--- src/rtl/mat_pkg.sv ---
// Shared types and constants for the multi-alarm timer manager.
// No dependencies; every other file in rtl/ imports this package.
package mat_pkg;

    localparam int NUM_SLOTS   = 8;
    localparam int SLOT_IDX_W  = (NUM_SLOTS > 1) ? $clog2(NUM_SLOTS) : 1;
    localparam int ID_W        = 8;
    localparam int DELAY_W     = 23;
    localparam int APB_DATA_W  = 32;
    localparam int APB_ADDR_W  = 3;

    localparam logic [APB_ADDR_W-3:0] REG_TICK_PERIOD = '0;
    localparam logic [DELAY_W-1:0]    TICK_PERIOD_RST = DELAY_W'(1);

    localparam logic CMD_PROGRAM = 1'b0;
    localparam logic CMD_TICK    = 1'b1;

    typedef struct packed {
        logic               command;
        logic [ID_W-1:0]    message_id;
        logic               periodic;
        logic [DELAY_W-1:0] delay;
    } t_item;

    typedef struct packed {
        logic [ID_W-1:0] expired_message;
        logic            last_of_run;
    } t_result;

    typedef enum logic [1:0] {
        ST_IDLE,
        ST_PROG,
        ST_WALK,
        ST_FLUSH
    } t_state;

    typedef struct packed {
        logic load;
        logic prog;
        logic walk;
        logic flush;
    } t_dp_cmd;

    typedef struct packed {
        logic walk_done;
    } t_dp_stat;

endpackage

--- src/rtl/mat_ctrl.sv ---
// Sequencer for the alarm manager: accepts commands and steps the datapath.
// Depends on mat_pkg.
module mat_ctrl (
    input  logic              i_clk,
    input  logic              i_rst_n,
    input  logic              start,
    input  logic              i_cmd_tick,
    input  mat_pkg::t_dp_stat i_stat,
    output mat_pkg::t_dp_cmd  o_cmd,
    output logic              busy
);
    import mat_pkg::*;

    t_state r_state;
    t_state n_state;

    always_ff @(posedge i_clk) begin
        if (!i_rst_n) begin
            r_state <= ST_IDLE;
        end else begin
            r_state <= n_state;
        end
    end

    always_comb begin
        n_state = r_state;
        unique case (r_state)
            ST_IDLE: begin
                if (start) begin
                    n_state = (i_cmd_tick == CMD_TICK) ? ST_WALK : ST_PROG;
                end
            end
            ST_PROG:  n_state = ST_IDLE;
            ST_WALK: begin
                if (i_stat.walk_done) begin
                    n_state = ST_FLUSH;
                end
            end
            ST_FLUSH: n_state = ST_IDLE;
            default:  n_state = ST_IDLE;
        endcase
    end

    always_comb begin
        o_cmd = '0;
        busy  = 1'b1;
        unique case (r_state)
            ST_IDLE: begin
                busy       = 1'b0;
                o_cmd.load = start;
            end
            ST_PROG:  o_cmd.prog  = 1'b1;
            ST_WALK:  o_cmd.walk  = 1'b1;
            ST_FLUSH: o_cmd.flush = 1'b1;
            default:  busy = 1'b1;
        endcase
    end

    a_walk_ends_in_flush: assert property (@(posedge i_clk) disable iff (!i_rst_n)
        (r_state == ST_WALK && i_stat.walk_done) |=> (r_state == ST_FLUSH))
        else $error("walk did not end in flush");
    a_flush_returns_idle: assert property (@(posedge i_clk) disable iff (!i_rst_n)
        (r_state == ST_FLUSH) |=> (r_state == ST_IDLE))
        else $error("flush did not return to idle");
    a_prog_one_cycle: assert property (@(posedge i_clk) disable iff (!i_rst_n)
        (r_state == ST_PROG) |=> !busy)
        else $error("program request took more than one cycle");

endmodule

--- src/rtl/mat_dp.sv ---
// Datapath for the alarm manager: slot table, slot walker and result register.
// Depends on mat_pkg; driven by mat_ctrl.
module mat_dp (
    input  logic                          i_clk,
    input  logic                          i_rst_n,
    input  mat_pkg::t_dp_cmd              i_cmd,
    input  mat_pkg::t_item                i_item,
    input  logic [mat_pkg::DELAY_W-1:0]   i_tick_period,
    output mat_pkg::t_dp_stat             o_stat,
    output logic                          o_result_valid,
    output mat_pkg::t_result              o_result
);
    import mat_pkg::*;

    t_item                 r_item;
    logic [SLOT_IDX_W-1:0] r_idx;
    logic [ID_W-1:0]       r_msg    [NUM_SLOTS];
    logic                  r_per    [NUM_SLOTS];
    logic [DELAY_W-1:0]    r_reload [NUM_SLOTS];
    logic [DELAY_W-1:0]    r_rem    [NUM_SLOTS];
    logic                  r_pend_valid;
    logic [ID_W-1:0]       r_pend_msg;
    logic                  r_out_valid;
    t_result               r_out;

    logic                  match_found;
    logic [SLOT_IDX_W-1:0] match_idx;
    logic                  free_found;
    logic [SLOT_IDX_W-1:0] free_idx;

    logic [ID_W-1:0]       cur_msg;
    logic [DELAY_W-1:0]    cur_rem;
    logic                  cur_expire;

    logic                  wr_en;
    logic [SLOT_IDX_W-1:0] wr_idx;
    logic [ID_W-1:0]       wr_msg;
    logic                  wr_per;
    logic [DELAY_W-1:0]    wr_reload;
    logic [DELAY_W-1:0]    wr_rem;

    // Lowest slot holding the requested id, and lowest free slot.
    always_comb begin
        match_found = 1'b0;
        match_idx   = '0;
        free_found  = 1'b0;
        free_idx    = '0;
        for (int s = 0; s < NUM_SLOTS; s++) begin
            if (!match_found && r_msg[s] == r_item.message_id) begin
                match_found = 1'b1;
                match_idx   = SLOT_IDX_W'(s);
            end
            if (!free_found && r_msg[s] == '0) begin
                free_found = 1'b1;
                free_idx   = SLOT_IDX_W'(s);
            end
        end
    end

    assign cur_msg    = r_msg[r_idx];
    assign cur_rem    = r_rem[r_idx];
    assign cur_expire = (cur_msg != '0) && (cur_rem <= i_tick_period);

    assign o_stat.walk_done = (r_idx == SLOT_IDX_W'(NUM_SLOTS - 1));

    always_comb begin
        wr_en     = 1'b0;
        wr_idx    = r_idx;
        wr_msg    = cur_msg;
        wr_per    = r_per[r_idx];
        wr_reload = r_reload[r_idx];
        wr_rem    = cur_rem;
        if (i_cmd.prog && r_item.message_id != '0) begin
            wr_msg    = r_item.message_id;
            wr_per    = r_item.periodic;
            wr_reload = r_item.delay;
            wr_rem    = r_item.delay;
            if (match_found) begin
                wr_en  = 1'b1;
                wr_idx = match_idx;
                if (r_item.delay == '0) begin
                    // cancel: free the slot
                    wr_msg    = '0;
                    wr_per    = 1'b0;
                    wr_reload = '0;
                    wr_rem    = '0;
                end
            end else if (r_item.delay != '0 && free_found) begin
                wr_en  = 1'b1;
                wr_idx = free_idx;
            end
        end else if (i_cmd.walk && cur_msg != '0) begin
            wr_en = 1'b1;
            if (cur_expire) begin
                if (r_per[r_idx]) begin
                    wr_rem = r_reload[r_idx];
                end else begin
                    wr_msg    = '0;
                    wr_per    = 1'b0;
                    wr_reload = '0;
                    wr_rem    = '0;
                end
            end else begin
                wr_rem = cur_rem - i_tick_period;
            end
        end
    end

    always_ff @(posedge i_clk) begin
        if (!i_rst_n) begin
            for (int s = 0; s < NUM_SLOTS; s++) begin
                r_msg[s] <= '0;
            end
        end else if (wr_en) begin
            r_msg[wr_idx] <= wr_msg;
        end
    end

    always_ff @(posedge i_clk) begin
        if (wr_en) begin
            r_per[wr_idx]    <= wr_per;
            r_reload[wr_idx] <= wr_reload;
            r_rem[wr_idx]    <= wr_rem;
        end
        if (i_cmd.load) begin
            r_item <= i_item;
        end
    end

    always_ff @(posedge i_clk) begin
        if (!i_rst_n) begin
            r_idx <= '0;
        end else if (i_cmd.load) begin
            r_idx <= '0;
        end else if (i_cmd.walk) begin
            r_idx <= r_idx + SLOT_IDX_W'(1);
        end
    end

    // Hold each expiry pending until the next one or the flush, so the last of a tick can be flagged.
    always_ff @(posedge i_clk) begin
        if (!i_rst_n) begin
            r_pend_valid <= 1'b0;
            r_out_valid  <= 1'b0;
        end else begin
            r_out_valid <= r_pend_valid && ((i_cmd.walk && cur_expire) || i_cmd.flush);
            if (i_cmd.walk && cur_expire) begin
                r_pend_valid <= 1'b1;
            end else if (i_cmd.flush) begin
                r_pend_valid <= 1'b0;
            end
        end
    end

    always_ff @(posedge i_clk) begin
        if (i_cmd.walk && cur_expire) begin
            r_pend_msg <= cur_msg;
        end
        r_out.expired_message <= r_pend_msg;
        r_out.last_of_run     <= i_cmd.flush;
    end

    assign o_result_valid = r_out_valid;
    assign o_result       = r_out;

    a_result_nonzero: assert property (@(posedge i_clk) disable iff (!i_rst_n)
        o_result_valid |-> (o_result.expired_message != '0))
        else $error("result carries a free-slot id");
    a_last_ends_run: assert property (@(posedge i_clk) disable iff (!i_rst_n)
        (o_result_valid && o_result.last_of_run) |=> !o_result_valid)
        else $error("result transfer after last of run");
    a_prog_silent: assert property (@(posedge i_clk) disable iff (!i_rst_n)
        i_cmd.prog |=> !o_result_valid)
        else $error("program request produced a result");

endmodule

--- src/rtl/multi_alarm_timer_manager_core.sv ---
// Top level of the multi-alarm timer manager: APB register and glue.
// Depends on mat_pkg, mat_ctrl and mat_dp.
//
//   channel  | handshake                      | payload
//   ---------+--------------------------------+-------------------------
//   command  | start / busy                   | i_item   (t_item)
//   result   | o_result_valid (strobe)        | o_result (t_result)
//   config   | psel/penable/pwrite/pready     | paddr, pwdata, prdata
//
// A program request holds busy high through the PROG state after the accepting
// edge (table update), then returns to idle.
// A tick holds busy high through the WALK state, one slot per cycle on the
// single slot-table walk port, then the FLUSH state that flags the last result.
// Results appear one per cycle at most: each one the cycle after the next expiry
// of the tick, the last one the cycle after the flush, with busy already low.
// Synchronous active-low reset frees every slot and sets tick_period to 1.
// The receiver takes each result in the cycle it is shown and cannot stall.
module multi_alarm_timer_manager_core (
    input  logic                              i_clk,
    input  logic                              i_rst_n,
    input  logic                              start,
    output logic                              busy,
    input  mat_pkg::t_item                    i_item,
    output logic                              o_result_valid,
    output mat_pkg::t_result                  o_result,
    input  logic                              psel,
    input  logic                              penable,
    input  logic                              pwrite,
    input  logic [mat_pkg::APB_ADDR_W-1:0]    paddr,
    input  logic [mat_pkg::APB_DATA_W-1:0]    pwdata,
    output logic [mat_pkg::APB_DATA_W-1:0]    prdata,
    output logic                              pready
);
    import mat_pkg::*;

    logic [DELAY_W-1:0] r_tick_period;
    logic               reg_hit;
    t_dp_cmd            dp_cmd;
    t_dp_stat           dp_stat;

    assign pready  = 1'b1;
    assign reg_hit = (paddr[APB_ADDR_W-1:2] == REG_TICK_PERIOD);

    always_ff @(posedge i_clk) begin
        if (!i_rst_n) begin
            r_tick_period <= TICK_PERIOD_RST;
        end else if (psel && penable && pwrite && pready && reg_hit) begin
            r_tick_period <= pwdata[DELAY_W-1:0];
        end
    end

    assign prdata = reg_hit ? APB_DATA_W'(r_tick_period) : '0;

    mat_ctrl u_ctrl (
        .i_clk      (i_clk),
        .i_rst_n    (i_rst_n),
        .start      (start),
        .i_cmd_tick (i_item.command),
        .i_stat     (dp_stat),
        .o_cmd      (dp_cmd),
        .busy       (busy)
    );

    mat_dp u_dp (
        .i_clk          (i_clk),
        .i_rst_n        (i_rst_n),
        .i_cmd          (dp_cmd),
        .i_item         (i_item),
        .i_tick_period  (r_tick_period),
        .o_stat         (dp_stat),
        .o_result_valid (o_result_valid),
        .o_result       (o_result)
    );

endmodule
--- config.mk ---
export PLATFORM = sky130hd
export DESIGN_NAME = multi_alarm_timer_manager_core
export DESIGN_NICKNAME = d
export VERILOG_FILES = /design/src/rtl/mat_pkg.sv /design/src/rtl/mat_ctrl.sv /design/src/rtl/mat_dp.sv /design/src/rtl/multi_alarm_timer_manager_core.sv
export SDC_FILE = /design/constraint.sdc
export NUM_CORES = 1
export LEC_CHECK = 0
export ABC_AREA = 1
export ABC_CLOCK_PERIOD_IN_PS = 11700
export BUFFER_PORTS_ARGS = -buffer_cell sky130_fd_sc_hd__buf_2
export CORE_MARGIN = 1.5
export CORE_UTILIZATION = 55
export CTS_CLUSTER_DIAMETER = 50
export CTS_CLUSTER_SIZE = 8
export DETAILED_ROUTE_END_ITERATION = 7
export GPL_TIMING_DRIVEN = 1
export PLACE_DENSITY_LB_ADDON = 0.2
export SLEW_MARGIN = 40
export SYNTH_ARGS = -nofsm -noshare
export SYNTH_HDL_FRONTEND = slang
export SYNTH_SLANG_ARGS = --single-unit
export TNS_END_PERCENT = 1
--- constraint.sdc ---
create_clock -name i_clk -period 11.7 [get_ports i_clk]
set_clock_uncertainty 0.2 [all_clocks]
set_input_delay 2.34 -clock i_clk [delete_from_list [all_inputs] [get_ports i_clk]]
set_output_delay 2.34 -clock i_clk [all_outputs]
set_load 0.05 [all_outputs]
==> impl_metrics.py <==
metrics = {
    "floorplan": {
        "start_util": 0.5559,
        "die_w_um": 214.2,
        "die-area_um2": 45870,
        "dieHeight_um": 214.2,
        "row_count": 77,
        "num_io_pins": 118,
        "core_um2": 44120,
    },
    "global_routing": {
        "grt_max_degree": 140,
        "overflow": 0,
        "grt_pass1_vias": 17350,
        "antenna_found_initial": 0,
        "grt.total_usage": 0.2950,
        "grt_first_pass_wirelength_mm": 102.3,
    },
    "sta": {
        "final-setup-viol-count": 0,
        "finalMaxSlewViolations": 0,
        "hold_violations": 0,
        "post-route-min-period_ns": 6.487,
        "fin_hold_ws_ns": 0.1367,
        "worst_slew_pin_slew_ns": 0.8898,
        "setup_tns_ns": 0,
        "maxSlewHeadroom": 0.4068,
        "max_freq_mhz": 154.2,
        "fin_crit_sh": 0.5545,
        "rsz0062_at_grt": "no",
        "fin_ws_ns": 5.213,
    },
    "power_and_ir_drop": {
        "intPower_w": 0.003500,
        "swShare": 0.2511,
        "leakage_nw": 10.27,
        "p_per_area_nw_per_um2": 169.2,
        "p_seq_frac": 0.464,
        "clock_power_share": 0.423,
        "p_sw_w": 0.001174,
        "combPwrFrac": 0.112,
        "power_w": 0.004674,
        "ir_drop_uv": 131.3,
    },
    "cells_and_area": {
        "layout-drive-gt1-share": 0.1203,
        "seqCellArea_um2": 15260,
        "fillers": 3576,
        "synthToLayoutAreaGrowth_pct": 12.60,
        "final_util": 0.6259,
        "num_antenna_cells": 0,
        "multiInputGateArea_um2": 8129,
        "fin_nets": 2578,
    },
    "setup_path": {
        "cp.arrival_ns": 6.54,
        "cp-start-kind": "flip-flop",
        "crit_fanout": 67,
        "critPathKind": "flip-flop to flip-flop",
        "path_common_cell": "nand2_1",
        "rrSetupSlack_ns": 5.21,
        "critPathSlowestCell": "inv_2",
        "end_kind": "flip-flop",
        "path_cells": "inv_2 -> buf_6 -> o21ai_0 -> o22ai_1 -> nor2_1 -> a31oi_1 -> ha_1 -> a21oi_1 -> o21ai_1 -> nand2_1 -> nand2_1 -> nand3_1 -> nand3_1 -> nand2_1 -> nand4_2 -> inv_2 -> o31ai_1",
        "cp_data_required_time_ns": 11.75,
        "reg2reg_to": "u_dp.r_reload[7][1]$_DFFE_PP_",
        "reg2reg_depth": 17,
        "slowest_delay_ns": 0.80,
    },
    "placement": {
        "dp_hpwl_mm": 41.76,
        "dp_slack_ns": 5.232,
        "io_buffer_count": 96,
        "gp_congestion": 0.9523,
    },
    "synthesis": {
        "synth_compound_area_frac": 0.1288,
        "synthesis.instances": 2403,
        "ys_ff_latch": 522,
        "syn_avg_cell_area_um2": 10.21,
        "syn_area_um2": 24530,
        "yosysUniqueCellTypes": 53,
        "synthXorXnorAreaFrac": 0.01964,
        "yosys_warnings": 0,
        "synth.top_cell.area_share": 0.5877,
        "yosysSeqAreaShare": 0.6219,
        "yosysMostFrequentCell": "edfxtp_1",
        "ys_top_cells_by_count": "480 x edfxtp_1, 430 x nor2_1, 384 x nand2_1",
        "synth.mux.area_fraction": 0,
        "synth_edf_count": 480,
        "synth_area_leader_cell": "edfxtp_1",
        "synth_top_flop_cell": "edfxtp_1",
        "synth_top_family_by_area": "simple AND/OR/NAND/NOR gates",
        "synthSimpleGateAreaFrac": 0.1616,
        "synth-async-reset-ratio": 0,
        "yosys.area_share.adder": 0.01357,
        "netlist_top_cells_area": "edfxtp_1 59%, nor2_1 6.6%, nand2_1 5.9%",
    },
    "route": {
        "ant_nets": 0,
        "finalWirelength_mm": 68.51,
        "dr.pass1.iters": 6,
        "wl_per_cell_um": 22.14,
        "drt_iter0_drc": 1996,
        "drc": 0,
        "viasPerCell": 6.017,
        "routed-via-count": 18620,
    },
    "min_path": {
        "holdPathStages": 0,
        "min_path_type": "flip-flop to flip-flop",
        "holdPathEnd": "u_dp.o_result[6]$_DFF_P_",
        "hold_start": "u_dp.r_pend_msg[5]$_DFFE_PP_",
    },
    "cts": {
        "clock-sinks": 522,
        "cts.path.max_buffers": 3,
        "cts_resized": 0,
        "tritoncts": "yes",
        "cts_hold_buf": 0,
        "clkTransAtPathRegs_ns": 0.05,
        "cts-root-buf": "clkbuf_16",
        "post_cts_buffers": 0,
        "clock_latency_ns": 0.61,
        "cts_buffers": 78,
        "h-tree-depth": 3,
    },
    "flow_run": {
        "drv_cap": 0,
    },
    "status": {
        "status": "finished clean",
    },
}
## flip-flops by register name, indices dropped and copies added, names as in the netlist, named ones only
register and cells:
u_dp.r_pend_valid 1, u_dp.o_result 9, r_tick_period 23, u_dp.r_pend_msg 8
u_ctrl.r_state 2, u_dp.r_reload 184, u_dp.r_msg 64, u_dp.r_item 32
u_dp.r_per 8, u_dp.o_result_valid 1, u_dp.r_rem 184, u_dp.r_idx 3
## metrics by stage
step | area [um2] | instances
3_3_place_gp | 25280 | 2984
2_1_floorplan | 24560 | 2411
3_5_place_dp | 25350 | 2988
4_1_cts | 27500 | 3092
6_report | 27620 | 3094
5_1_grt | 27620 | 3094
## critical path: cells and delay by family, from the launching register on
family,cells,cell delay (ns)
simple gates,7,1.30
buf+inv,3,2.08
fa+ha+maj,1,0.37
compound gates,6,1.50
flops,1,0.55
## power groups by stage
stage	registers, W	clock network [W]	logic, W
detailed placement	0.00220	0	0.000508
CTS	0.00217	0.00200	0.000511
global route	0.00217	0.00207	0.000572
finish	0.00217	0.00198	0.000524
global placement	0.00220	0	0.000493
floorplan	0.00219	0	0.000361
## layout by cell type (no fill, tap or decap), drive strengths merged, types with 10 or more instances in the layout
cell and n:
xnor2 30, a21oi 83, xor2 25, buf 123, conb 10, dfxtp 42, nand4 22, inv 161
nor2 436, o31ai 20, clkbuf 96, nor3 43, nand2 395, o22ai 69, a31oi 20, o21ai 293
o211ai 28, ha 25, edfxtp 480, o221ai 10, nand3 53
## how the worst max path moves through the flow
stage,endpoint,slack (ns),depth (start not counted)
global placement,u_dp.r_msg[2][1]$_SDFFCE_PN0P_,5.20,17
floorplan,prdata[10],5.96,2
detailed placement,u_dp.r_reload[4][11]$_DFFE_PP_,5.23,17
CTS,u_dp.r_reload[2][11]$_DFFE_PP_,5.21,17
global route,u_dp.r_reload[6][1]$_DFFE_PP_,4.78,17
finish,u_dp.r_reload[7][1]$_DFFE_PP_,5.21,17
## routing by layer
layer	vias up	wire [um]	track usage
met5	-	0	0
met2	1001	30850	0.4489
li1	8519	-	-
met3	136	7237	0.06128
met1	8961	28720	0.4213
met4	0	1699	0.1082
## area by class of cell
type	instances	share of cell area
Inverter	158	0.02184
Clock inverter	8	0.003035
Multi-Input combinational cell	1595	0.2943
Clock buffer	96	0.07466
Tap cell	592	0.02682
Timing Repair Buffer	123	0.02664
Sequential cell	522	0.5527
## cells by family (layout without fill, tap and decap cells)
| logic type | after synthesis | in the layout |
|---|---|---|
| other | 2 | 10 |
| adders and majority gates | 26 | 26 |
| AOI/OAI and AO/OA | 547 | 547 |
| xor gates and xnor gates | 55 | 55 |
| and+or+nand+nor | 957 | 957 |
| buffers and inverters | 294 | 385 |
| DFF | 522 | 522 |
(Power assumes the default switching activity.)
